### config.mk
export PLATFORM = sky130hd
export DESIGN_NAME = flash_image_state_classifier
export DESIGN_NICKNAME = d
export VERILOG_FILES = /design/src/fisc_pkg.sv /design/src/flash_image_state_classifier.sv
export VERILOG_INCLUDE_DIRS = /design/src /design/src/src
export SDC_FILE = /design/constraint.sdc
export NUM_CORES = 1
export LEC_CHECK = 0
export BUFFER_PORTS_ARGS = -buffer_cell sky130_fd_sc_hd__buf_2
export CAP_MARGIN = 20
export CORE_ASPECT_RATIO = 1.25
export CORE_UTILIZATION = 51
export DETAILED_ROUTE_END_ITERATION = 8
export GPL_TIMING_DRIVEN = 0
export PLACE_DENSITY = 0.78
export SYNTH_ARGS = -nofsm -noshare
export SYNTH_HDL_FRONTEND = slang
export SYNTH_SLANG_ARGS = --single-unit
### constraint.sdc
create_clock -name clk -period 4.3 [get_ports clk]
set_input_delay 0.86 -clock clk [delete_from_list [all_inputs] [get_ports clk]]
set_output_delay 0.86 -clock clk [all_outputs]
set_load 0.005 [all_outputs]
### src/flash_image_state_classifier_macros.svh
// assertion macros for the flash image state classifier
`ifndef FLASH_IMAGE_STATE_CLASSIFIER_MACROS_SVH
`define FLASH_IMAGE_STATE_CLASSIFIER_MACROS_SVH

// same-cycle implication, checked out of reset
`define FISC_ASSERT_NOW(label, ante, cons) \
  label: assert property (@(posedge clk) disable iff (rst) (ante) |-> (cons)) \
    else $error("flash image classifier check failed");

// next-cycle implication, checked out of reset
`define FISC_ASSERT_NEXT(label, ante, cons) \
  label: assert property (@(posedge clk) disable iff (rst) (ante) |=> (cons)) \
    else $error("flash image classifier check failed");

`endif

### src/fisc_pkg.sv
// shared constants, types and the commit marker table for the image classifier
`timescale 1ns / 1ps

package fisc_pkg;

  // region and offset sizing
  localparam int MAX_REGION   = 65536;
  localparam int HEADER_BYTES = 64;
  localparam int MARKER_BYTES = 4;
  localparam int OFF_W        = $clog2(MAX_REGION) + 1;
  localparam int MARK_IDX_W   = $clog2(MARKER_BYTES);
  localparam int STATUS_W     = 13;
  localparam int BYTE_W       = 8;
  localparam int CLASS_W      = 3;

  // apb register map
  localparam int ADDR_W       = 3;
  localparam int DATA_W       = 32;
  localparam logic REG_RECORD_LENGTH = 1'b0;
  localparam logic REG_REGION_LENGTH = 1'b1;

  localparam logic [OFF_W-1:0]  MAX_LEN     = OFF_W'(MAX_REGION);
  localparam logic [BYTE_W-1:0] ERASED_BYTE = 8'hff;

  // image classes; unreadable wins, then the rest in the listed order
  typedef enum logic [CLASS_W-1:0] {
    CLS_COMMITTED   = 3'd0,
    CLS_BLANK       = 3'd1,
    CLS_UNCOMMITTED = 3'd2,
    CLS_INTERRUPTED = 3'd3,
    CLS_FOREIGN     = 3'd4,
    CLS_UNREADABLE  = 3'd5
  } class_t;

  // commit marker bytes following the record
  function automatic logic [BYTE_W-1:0] commit_mark(input logic [MARK_IDX_W-1:0] idx);
    logic [BYTE_W-1:0] b;
    case (idx)
      2'd0:    b = 8'h4c;  // 'L'
      2'd1:    b = 8'h37;  // '7'
      2'd2:    b = 8'h4f;  // 'O'
      2'd3:    b = 8'h4b;  // 'K'
      default: b = ERASED_BYTE;
    endcase
    return b;
  endfunction

endpackage

### src/flash_image_state_classifier.sv
// Flash image state classifier: scans a partition one byte per request and
// reports what it holds relative to one record.
// Input stream: one request per flash byte, carrying the flash byte, the record
// byte for the same offset and the read status. An internal offset counter
// builds the target image (record, commit marker, then erased bytes).
// Output stream: one class and error code after the last byte of the region,
// or at once on a read error or a region too small for record plus marker.
// Throughput: one request per cycle; the per-byte compare and flag update sit
// between the input handshake and the result register.
// Result: registered, shown in the cycle after the request that ends the scan.
// When the receiver stalls, the result register holds and the input is taken
// only if that register is free or being drained in the same cycle.
// Reset: scan offset to zero, all flags set, no result pending, record_length
// to 0 and region_length to the maximum region size.
// Configuration: APB at byte address 0 (record_length) and 4 (region_length); the user
// writes them only while the block is idle (not enforced); over-maximum lengths are clamped.
`timescale 1ns / 1ps
`include "flash_image_state_classifier_macros.svh"

module flash_image_state_classifier (
  input  logic                          clk,
  input  logic                          rst,
  // apb configuration port
  input  logic                          psel,
  input  logic                          penable,
  input  logic                          pwrite,
  input  logic [fisc_pkg::ADDR_W-1:0]   paddr,
  input  logic [fisc_pkg::DATA_W-1:0]   pwdata,
  output logic [fisc_pkg::DATA_W-1:0]   prdata,
  output logic                          pready,
  // byte stream in
  input  logic                          s_axis_tvalid,
  output logic                          s_axis_tready,
  input  logic [31:0]                   s_axis_tdata,  // flash_byte, record_byte, read_status
  // class stream out
  output logic                          m_axis_tvalid,
  input  logic                          m_axis_tready,
  output logic [15:0]                   m_axis_tdata   // image_class, error_code
);
  import fisc_pkg::*;

  logic [OFF_W-1:0]           record_length;
  logic [OFF_W-1:0]           region_length;
  logic [OFF_W-1:0]           scan_offset;
  logic                       exact_flag;
  logic                       erased_flag;
  logic                       uncommitted_flag;
  logic                       header_flag;
  logic                       consistent_flag;
  class_t                     image_class;
  logic signed [STATUS_W-1:0] error_code;

  logic                       cfg_write;
  logic                       in_acc;
  logic [BYTE_W-1:0]          flash_byte;
  logic [BYTE_W-1:0]          record_byte;
  logic signed [STATUS_W-1:0] read_status;
  logic [OFF_W-1:0]           rec_eff;
  logic [OFF_W-1:0]           reg_eff;
  logic                       too_small;
  logic                       read_err;
  logic [OFF_W-1:0]           off_rel;
  logic                       in_record;
  logic [BYTE_W-1:0]          target;
  logic                       exact_next;
  logic                       erased_next;
  logic                       uncommitted_next;
  logic                       header_next;
  logic                       consistent_next;
  logic [OFF_W-1:0]           offset_next;
  logic                       scan_done;
  logic                       emit_now;
  class_t                     class_next;
  logic signed [STATUS_W-1:0] error_next;

  // request fields
  assign flash_byte  = s_axis_tdata[7:0];
  assign record_byte = s_axis_tdata[15:8];
  assign read_status = s_axis_tdata[28:16];

  // apb access
  assign pready    = 1'b1;
  assign cfg_write = psel && penable && pwrite && pready;
  assign prdata    = (paddr[2] == REG_REGION_LENGTH) ? DATA_W'(region_length)
                                                     : DATA_W'(record_length);

  // handshakes
  assign s_axis_tready = !m_axis_tvalid || m_axis_tready;
  assign in_acc        = s_axis_tvalid && s_axis_tready;
  assign m_axis_tdata  = {error_code, image_class};

  // clamped lengths and early-out checks
  assign rec_eff   = (record_length > MAX_LEN) ? MAX_LEN : record_length;
  assign reg_eff   = (region_length > MAX_LEN) ? MAX_LEN : region_length;
  assign too_small = {1'b0, reg_eff} < ({1'b0, rec_eff} + (OFF_W+1)'(MARKER_BYTES));
  assign read_err  = read_status != '0;

  // target byte at the current offset
  assign in_record = scan_offset < rec_eff;
  assign off_rel   = scan_offset - rec_eff;
  always_comb begin
    if (in_record) begin
      target = record_byte;
    end else if (off_rel < OFF_W'(MARKER_BYTES)) begin
      target = commit_mark(off_rel[MARK_IDX_W-1:0]);
    end else begin
      target = ERASED_BYTE;
    end
  end

  // flag update for this byte
  always_comb begin
    exact_next       = exact_flag && (flash_byte == target);
    erased_next      = erased_flag && (flash_byte == ERASED_BYTE);
    uncommitted_next = uncommitted_flag &&
                       (in_record ? (flash_byte == target) : (flash_byte == ERASED_BYTE));
    header_next      = header_flag;
    consistent_next  = consistent_flag;
    if (scan_offset < OFF_W'(HEADER_BYTES)) begin
      header_next = header_flag && (flash_byte == target);
    end else begin
      consistent_next = consistent_flag && ((flash_byte & target) == target);
    end
  end

  assign offset_next = scan_offset + OFF_W'(1);
  assign scan_done   = offset_next >= reg_eff;
  assign emit_now    = too_small || read_err || scan_done;

  // class selection by priority
  always_comb begin
    error_next = '0;
    if (too_small) begin
      class_next = CLS_UNREADABLE;
    end else if (read_err) begin
      class_next = CLS_UNREADABLE;
      error_next = read_status;
    end else if (exact_next) begin
      class_next = CLS_COMMITTED;
    end else if (erased_next) begin
      class_next = CLS_BLANK;
    end else if (uncommitted_next) begin
      class_next = CLS_UNCOMMITTED;
    end else if (header_next && consistent_next) begin
      class_next = CLS_INTERRUPTED;
    end else begin
      class_next = CLS_FOREIGN;
    end
  end

  // control state, configuration and scan flags
  always_ff @(posedge clk) begin
    if (rst) begin
      record_length    <= '0;
      region_length    <= MAX_LEN;
      scan_offset      <= '0;
      exact_flag       <= 1'b1;
      erased_flag      <= 1'b1;
      uncommitted_flag <= 1'b1;
      header_flag      <= 1'b1;
      consistent_flag  <= 1'b1;
      m_axis_tvalid    <= 1'b0;
    end else begin
      if (cfg_write) begin
        if (paddr[2] == REG_REGION_LENGTH) begin
          region_length <= pwdata[OFF_W-1:0];
        end else begin
          record_length <= pwdata[OFF_W-1:0];
        end
      end
      if (in_acc && emit_now) begin
        m_axis_tvalid <= 1'b1;
      end else if (m_axis_tready) begin
        m_axis_tvalid <= 1'b0;
      end
      if (in_acc) begin
        if (emit_now) begin
          scan_offset      <= '0;
          exact_flag       <= 1'b1;
          erased_flag      <= 1'b1;
          uncommitted_flag <= 1'b1;
          header_flag      <= 1'b1;
          consistent_flag  <= 1'b1;
        end else begin
          scan_offset      <= offset_next;
          exact_flag       <= exact_next;
          erased_flag      <= erased_next;
          uncommitted_flag <= uncommitted_next;
          header_flag      <= header_next;
          consistent_flag  <= consistent_next;
        end
      end
    end
  end

  // result payload
  always_ff @(posedge clk) begin
    if (in_acc && emit_now) begin
      image_class <= class_next;
      error_code  <= error_next;
    end
  end

  // checks
  `FISC_ASSERT_NOW(a_offset_in_range, 1'b1, scan_offset < MAX_LEN)
  `FISC_ASSERT_NOW(a_error_only_unreadable, m_axis_tvalid && (error_code != '0),
                   image_class == CLS_UNREADABLE)
  `FISC_ASSERT_NEXT(a_read_error_reported, in_acc && !too_small && read_err,
                    m_axis_tvalid && (image_class == CLS_UNREADABLE) &&
                    (error_code == $past(read_status)))
  `FISC_ASSERT_NEXT(a_restart_after_result, in_acc && emit_now,
                    (scan_offset == '0) && exact_flag && erased_flag && header_flag)

endmodule

# Word level (Yosys, flattened, before mapping)
# Index checks and enable logic that the tools add are counted.
[classes]
addsub = 3
n_lt_le_gt_ge = 7
eq_ne = 6
mux = 21
bitwise = 3
n_reduce_logical = 22
[ops]
columns = ["operator", "n"]
rows = [
  ["2-to-1 mux 17 bit", 4],
  ["> comparator 17 bit (second input constant)", 2],
  ["one-hot mux 8 bit (4 select lines)", 1],
  ["adder 17 x 3 -> 18 bit (second input constant)", 1],
  ["< comparator 17 x 18 -> 1 bit", 1],
  ["adder 17 x 1 -> 17 bit (second input constant)", 1],
  ["greater-or-equal comparator 17 bit", 1],
  ["< comparator 17 bit", 1],
  ["< comparator 17 x 3 -> 1 bit (second input constant)", 1],
  ["< comparator 17 x 7 -> 1 bit (second input constant)", 1],
  ["subtractor 17 bit", 1],
  ["== test 8 bit", 2],
  ["2-to-1 mux 8 bit", 2],
  ["nonzero test 13 bit", 1],
  ["2-to-1 mux 3 bit", 4],
  ["logical AND 1 bit", 10],
  ["2-to-1 mux 1 bit", 10],
  ["bitwise AND 8 bit", 1],
  ["== test 8 bit (second input constant)", 1],
  ["== test 2 bit (second input constant)", 2],
  ["AND reduction 2 bit", 2],
  ["OR reduction 2 bit", 2],
  ["OR reduction 4 bit", 1],
  ["logical OR 1 bit", 3],
  ["other kinds (5)", 6],
]
[totals]
reg_bits = 73
inputBits = 74
out_inout_bits = 51
wordCells = 74

# Logic depth before layout (Yosys ltp)
# Gate-level depths: netlist (run 1).
[depth]
ltp_word = 16
mapped_depth = 22
depth_no_buf = 20

# Worst setup path before layout (run 1)
# No wires, ideal clock.
[synth_path]
path_kind = "register to register"
startpoint = "register record_length[5]"
endpoint = "register image_class[1], data pin"
arrival_ps = 4483
required_time_ps = 4118
path_slack_ps = -364
path_stages_with_launch = 23
path_buffers = 2
cell_sequence = "dfxtp_1 > clkbuf_1 > nor4_1 > a41o_1 > clkbuf_1 > nand2_1 > ha_1 > a21oi_1 > nand2_1 > nor2_1 > mux2_2 > a2111oi_2 > o2111ai_1 > nor4_4 > a21oi_1 > ha_1 > nand4_1 > nor2_1 > inv_1 > mux2i_1 > and3_1 > nor2_1 > nor4b_1"
[synth_between]
elab_chain_cells = 14
[synth_rtl]
columns = ["element", "line", "rtl"]
rows = [
  ["from (decl)", "flash_image_state_classifier.sv:42", "logic [OFF_W-1:0] record_length;"],
  ["from (signal assigned)", "flash_image_state_classifier.sv:168", "record_length <= pwdata[OFF_W-1:0];"],
  ["> comparator 17 bit", "flash_image_state_classifier.sv:93", "assign rec_eff = (record_length > MAX_LEN) ? MAX_LEN : record_length;"],
  ["2-to-1 mux 17 bit *", "flash_image_state_classifier.sv:93", ""],
  ["parallel branches: the longest is 12 deep, another holds subtractor 17 bit", "--", ""],
  ["to (signal assigned)", "flash_image_state_classifier.sv:199", "image_class <= class_next;"],
  ["to (decl)", "flash_image_state_classifier.sv:50", "class_t image_class;"],
]
# Every way passes the cells marked *. The select of a mux whose other input is x is not followed.
# A chain may end at the register's enable or synchronous reset.

# Worst setup path in the final report (run 1)
[layout_path]
startpoint = "register record_length[5]"
endpoint = "register image_class[2], data pin"
[layout_between]
elab_chain_cells = 16
[layout_rtl]
columns = ["element", "line"]
rows = [
  ["> comparator 17 bit", "flash_image_state_classifier.sv:93"],
  ["2-to-1 mux 17 bit *", "flash_image_state_classifier.sv:93"],
  ["parallel branches: the longest is 14 deep, another holds subtractor 17 bit", "--"],
]
# Marks and branches as above.

==> metrics.cfg, run 1 <==
[run_status]
status = complete, but fails checks
violations = DRC, setup timing

[sta]
skew_ps = 6.14
hold_violations = 0
slew_viol_final = 0
setup_viol = 7
period_share_pct = 113
rsz0062_at_grt = yes
period_minus_slack_ps = 4860
layout_setup_ws_ps = -562
maxSlewHeadroom_pct = 57.5
tightest_slew_ps = 636
clock.fmax_mhz = 206

[finish]
drive_gt1_share_pct = 27.5
final_net_count = 1038
syn_to_final_growth_pct = 27.6
final_core_utilization_pct = 67.2
diodes = 0

[power]
p_per_area_mw_per_mm2 = 244
switching_share_pct = 30.1
sequentialPowerShare_pct = 40.0
switching_power_mw = 0.552
combPwrFrac_pct = 20.2
p_leak_nw = 3.28
p_total_mw = 1.83
ir_drop_mv = 0.218
p_int_mw = 1.28
power.share.clock_pct = 39.8

[yosys]
syn_area_per_cell_um2 = 7.72
synth.cell_area_mm2 = 0.00589
synth_warnings = 0
synthCells = 763
yosys-top-cells-area = dfxtp_1, ha_1, nand2_1, edfxtp_1, a21oi_1
synth_most_common_cell = nand2_1
synth-main-ff-cell = dfxtp_1
synth_cell_types = 63
ys_seq_area_share_pct = 27.5
yosys-top-cells-count = nand2_1, a21oi_1, ha_1, dfxtp_1, nor2_1
synthArstFlopShare_pct = 0
synth-edff-count = 16
synth_top_area_share_pct = 19.4
synth_seq_cells = 73
synth_top_area_cell = dfxtp_1

[hold_path]
min_path_cells = 2
hold-path-endpoint = exact_flag$_SDFFE_PP1P_
hp-start = exact_flag$_SDFFE_PP1P_
min_path_type = reg2reg

[worst_setup_path]
critical_path.cell_chain = nor4_4 -> a41o_2 -> clkbuf_16 -> nand2_1 -> ha_1 -> a21oi_2 -> nor2b_2 -> o211ai_1 -> a2111o_1 -> a2111oi_4 -> o2111ai_2 -> nor4_4 -> buf_6 -> a31oi_4 -> ha_1 -> nand4_1 -> nor2_2 -> inv_2 -> mux2i_1 -> and3_4 -> buf_6 -> o41ai_4
r2r_slack_ps = -560
critPathRequiredTime_ps = 4380
critPathSlowestCell = a2111o_1
start_kind = flip-flop
worstSetupStartpoint = record_length[5]$_SDFFE_PP0P_
r2r_cells = 22
reg2reg_from = record_length[5]$_SDFFE_PP0P_
cp_max_fo = 8
path_buf_inv = 4
cp.arrival_ps = 4940
crit_type = reg2reg
rr_endpoint = image_class[2]$_SDFFCE_PP1P_
crit_family = compound AO/OA/AOI/OAI gates
max_stage_delay_ps = 360
cp-end-kind = flip-flop

[global_route]
use_met3_pct = 4.02
gr-total-overflow = 0
grt_pass1_wl_mm = 27.0
met2_usage_pct = 53.4
grt_pass1_vias = 5902
antenna_found_initial = 0
grt_usage_pct = 28.8
top_usage_layer = met2
grt_max_degree = 16
use_met1_pct = 30.2

[routing]
via_per_inst = 5.81
detail-route-antenna-nets = 0
drt-initial-drc-count = 274
vias = 6053
drc = 6
wirelength_mm = 17.3
dr.pass1.iters = 9
avgRoutedWirePerCell_um = 16.6

[placed_design]
dp_hpwl_mm = 12.9
globalplace.congestion = 0.945
io_buffers = 87

[clocking]
clk_pin_slew_ps = 70
root_buffer = clkbuf_16
cts_buffers = 9
cts_tree = done
clockBufferDepth = 2
worstSkewPairLatency_ps = 350
clkSinkCount = 73
htreeDepth = 3

[die]
core-area_mm2 = 0.0112
die_y_um = 122
initial_core_util_pct = 52.6
die_area_mm2 = 0.0120
row_count = 43
die_width_um = 98.1
io_pins = 125

[job]
drv_cap = 0

cell usage in the layout, fill, tap and decap left out, types with 7 or more instances in the layout:
cell type and instances:
buf_6 9, a21oi_1 69, buf_4 37, nand2_1 139, mux2_2 17, a31oi_1 7, ha_4 8, nand2b_1 10
edfxtp_1 16, and3_1 9, clkbuf_1 23, xnor2_1 20, a21o_1 7, nand4_1 17, nor2_1 33, a21oi_2 9
nor4_1 12, nor2b_1 17, buf_2 89, conb_1 16, inv_1 36, nand3_1 34, nor3_1 14, and2_1 8
dfxtp_1 51, clkbuf_16 10, o21ai_0 15, ha_1 52, xor2_1 14
flip-flops by register name (all words and copies together) (netlist names):
register	cells
consistent_flag	1
erased_flag	1
error_code	13
exact_flag	1
header_flag	1
image_class	3
m_axis_tvalid	1
record_length	17
region_length	17
scan_offset	17
uncommitted_flag	1
metrics by stage:
step | instance area [µm²] | TNS (ps) | hold WS [ps] | worst slack (ps) | cells
2_1_floorplan | 6030 | -322 | 419 | -165 | 777
3_3_place_gp | 6640 | -19550 | 431 | -1160 | 999
3_5_place_dp | 6650 | -17790 | 442 | -1100 | 1000
4_1_cts | 7200 | -2080 | 457 | -522 | 1029
5_1_grt | 7520 | -5990 | 486 | -766 | 1042
6_report | 7520 | -2650 | 456 | -562 | 1042
layer usage:
layer	up-vias	wire (µm)	part of all wire, %
met1	2797	6680	39
met3	68	884	5.1
li1	2958	-	-
met4	0	889	5.1
met5	-	0	0
met2	230	8870	51
timing repair:
action / 4_1_cts / 5_1_grt
pin swaps: 20 / 35
hold buffers: 0 / 0
setup buffers: 15 / 13
resized for setup: 37 / 51
endpoints found under the setup margin: 42 / 42
worst register-to-register path: stages (launching register included):
cell       delay (ps)
dfxtp_4           350
nor4_4            340
a41o_2            320
clkbuf_16         190
nand2_1           130
ha_1              270
a21oi_2           220
nor2b_2           190
o211ai_1           90
a2111o_1          360
a2111oi_4         300
o2111ai_2         180
nor4_4            240
buf_6             180
a31oi_4           100
ha_1              290
nand4_1           100
nor2_2            160
inv_2              60
mux2i_1           140
and3_4            210
buf_6             100
o41ai_4            70
power groups by stage:
stage                     logic [mW]  clock network (mW)  registers (mW)
after global placement         0.306                   0           0.748
after CTS                      0.337               0.737           0.733
after floorplan                0.212                   0           0.746
after detailed placement       0.313                   0           0.748
final                          0.370               0.730           0.734
after global routing           0.406               0.766           0.736
how the worst max path moves through the flow:
stage,cells past startpoint,endpoint,slack (ps)
after CTS,22,image_class[1]$_SDFFCE_PP0P_,-520
final,22,image_class[2]$_SDFFCE_PP1P_,-560
after global routing,24,image_class[2]$_SDFFCE_PP1P_,-770
after floorplan,21,image_class[1]$_SDFFCE_PP0P_,-160
after global placement,21,image_class[1]$_SDFFCE_PP0P_,-1160
after detailed placement,21,image_class[1]$_SDFFCE_PP0P_,-1100
area by class of cell:
cell class / count / area (µm²)
Fill cell: 971 / 3670
Tap cell: 135 / 169
Buffer: 47 / 277
Clock buffer: 9 / 225
Timing Repair Buffer: 116 / 687
Multi-Input combinational cell: 617 / 4320
Sequential cell: 73 / 1640
Clock inverter: 7 / 60.1
Inverter: 38 / 144
cell families after synthesis:
logic type               Yosys count  share of synthesized area (%)
AND/OR/NAND/NOR                  328                           26.6
AO/OA/AOI/OAI                    157                           16.8
buffers and inverters             87                           6.86
flip-flops                        73                           27.5
adder cells (fa/ha/maj)           62                           13.3
XOR/XNOR                          34                           5.06
multiplexers                      20                           3.78
other                              2                          0.127
(Power assumes the default switching activity.)
==> inputs of run 2 (changes only) <==
--- a/config.mk
+++ b/config.mk
@@ -9,10 +9,10 @@
 export BUFFER_PORTS_ARGS = -buffer_cell sky130_fd_sc_hd__buf_2
 export CAP_MARGIN = 20
 export CORE_ASPECT_RATIO = 1.25
-export CORE_UTILIZATION = 51
+export CORE_UTILIZATION = 55
 export DETAILED_ROUTE_END_ITERATION = 8
 export GPL_TIMING_DRIVEN = 0
-export PLACE_DENSITY = 0.78
+export PLACE_DENSITY = 0.8
 export SYNTH_ARGS = -nofsm -noshare
 export SYNTH_HDL_FRONTEND = slang
 export SYNTH_SLANG_ARGS = --single-unit
==> constraint.sdc (replaced) <==
create_clock -name clk -period 5 [get_ports clk]
set_input_delay 1 -clock clk [delete_from_list [all_inputs] [get_ports clk]]
set_output_delay 1 -clock clk [all_outputs]
set_load 0.005 [all_outputs]
==> metrics.cfg, run 2 (synthesis results as in run 1) <==
[run_status]
status = completed

[sta]
maxSlewHeadroom_pct = 56.9
period_minus_slack_ps = 4880
skew_ps = 7.52
period_share_pct = 97.6
tightest_slew_ps = 647
clock.fmax_mhz = 205
layout_setup_ws_ps = 121
setup_viol = 0
rsz0062_at_grt = no
hold_violations = 0
slew_viol_final = 0

[worst_setup_path]
cp_max_fo = 8
rr_endpoint = image_class[1]$_SDFFCE_PP0P_
cp-end-kind = flip-flop
critPathSlowestCell = a2111oi_0
crit_type = reg2reg
cp.arrival_ps = 5050
path_buf_inv = 1
crit_path_frequent_cell = nand2_1
crit_family = simple AND/OR/NAND/NOR gates
r2r_slack_ps = 120
r2r_cells = 20
critPathRequiredTime_ps = 5170
max_stage_delay_ps = 550
reg2reg_from = record_length[5]$_SDFFE_PP0P_
critical_path.cell_chain = nor4_4 -> a41o_1 -> clkbuf_8 -> nand2_1 -> ha_1 -> a2111oi_0 -> nand2b_1 -> o21ai_0 -> a21oi_1 -> mux2i_1 -> nand2_1 -> nor3b_1 -> a21oi_1 -> ha_1 -> nor4_1 -> nand2_1 -> mux2i_1 -> and3_1 -> nor2_1 -> nor4b_2
start_kind = flip-flop

[clocking]
clk_pin_slew_ps = 70
htreeDepth = 3
cts_buffers = 9
cts_tree = done
ctsHoldBuffers = 0
clkSinkCount = 73
worstSkewPairLatency_ps = 340
clockBufferDepth = 2
root_buffer = clkbuf_16

[hold_path]
hold-path-endpoint = consistent_flag$_SDFFE_PP1P_
min_path_type = reg2reg
min_path_cells = 1
hp-start = consistent_flag$_SDFFE_PP1P_

[die]
die_area_mm2 = 0.0111
row_count = 41
initial_core_util_pct = 57.4
io_pins = 125
die_y_um = 118
die_width_um = 94.6
core-area_mm2 = 0.0103

[placed_design]
dp_hpwl_mm = 13.5
io_buffers = 87
globalplace.congestion = 0.966
pre_cts_ws_ps = -761

[global_route]
grt_pass1_wl_mm = 27.2
grt_pass1_vias = 5841
grt_usage_pct = 31.3
grt_max_degree = 16
gr-total-overflow = 0
antenna_found_initial = 0

[routing]
drc = 0
drt-met1-wl_mm = 6.60
topRoutingLayerUsed = met4
vias = 5971
avgRoutedWirePerCell_um = 17.1
drt-initial-drc-count = 418
dr_wl_met3_um = 855
detail-route-antenna-nets = 0
dr.pass1.iters = 5
via_per_inst = 5.88
wl_met2_mm = 8.95
wirelength_mm = 17.3

[job]
drv_cap = 0

[finish]
layout_commonest_cell = nand2_1
layout_common_cells = nand2_1, buf_2, a21oi_1
top_regs = record_length (17), region_length (17), scan_offset (17)
drive_gt1_share_pct = 22.0
diodes = 0
syn_to_final_growth_pct = 21.1
final_core_utilization_pct = 69.5
final_net_count = 1017

[power]
ir_drop_mv = 0.224
p_total_mw = 1.61
p_leak_nw = 3.12
p_per_area_mw_per_mm2 = 226

==> run 2: what timing repair did <==
action,CTS,global route
pin swaps,13,10
hold endpoints to repair,0,0
gates resized for setup,26,20
endpoints found under the setup margin,7,15
cloned,0,0
buffers inserted,7,0
==> run 2: metrics by stage <==
step                      instance area [µm²]  instances  hold slack, ps  setup TNS [ps]
after floorplan                          5940        777             418               0
after detailed placement                 6550        994             437           -3000
after global routing                     7130       1015             468               0
final                                    7130       1015             455               0
after CTS                                7060       1015             455               0
after global placement                   6540        993             429           -2790
==> run 2: layout make-up <==
type	instances	area (µm²)
buffer	47	264
clock buffer	9	225
clock inverter	7	85.1
fill	878	3130
inverter	38	144
multi-input combinational	617	4120
sequential	73	1630
tap	129	161
timing repair buffer	95	503
==> run 2: power by group <==
group	total (mW)	internal [mW]	switching [mW]
Clock	0.688	0.397	0.290
Combinational	0.290	0.123	0.167
Sequential	0.633	0.620	0.0125
==> run 2: worst max-delay path by stage <==
stage                                   startpoint                      endpoint  slack, ps  cells after the start
floorplan            record_length[5]$_SDFFE_PP0P_  image_class[1]$_SDFFCE_PP0P_        340                     22
global placement     record_length[5]$_SDFFE_PP0P_  image_class[1]$_SDFFCE_PP0P_       -740                     22
detailed placement  record_length[11]$_SDFFE_PP0P_  image_class[1]$_SDFFCE_PP0P_       -760                     21
CTS                 record_length[14]$_SDFFE_PP0P_  image_class[1]$_SDFFCE_PP0P_          7                     21
global route         record_length[5]$_SDFFE_PP0P_  image_class[0]$_SDFFCE_PP1P_         10                     22
finish               record_length[5]$_SDFFE_PP0P_  image_class[1]$_SDFFCE_PP0P_        120                     20
==> run 2: per-layer routing <==
layer  up-vias  track usage, %
met1      2760            34.6
met3        75            4.72
li1       2895               -
met4         0            17.4
met5         -               0
met2       241            55.8
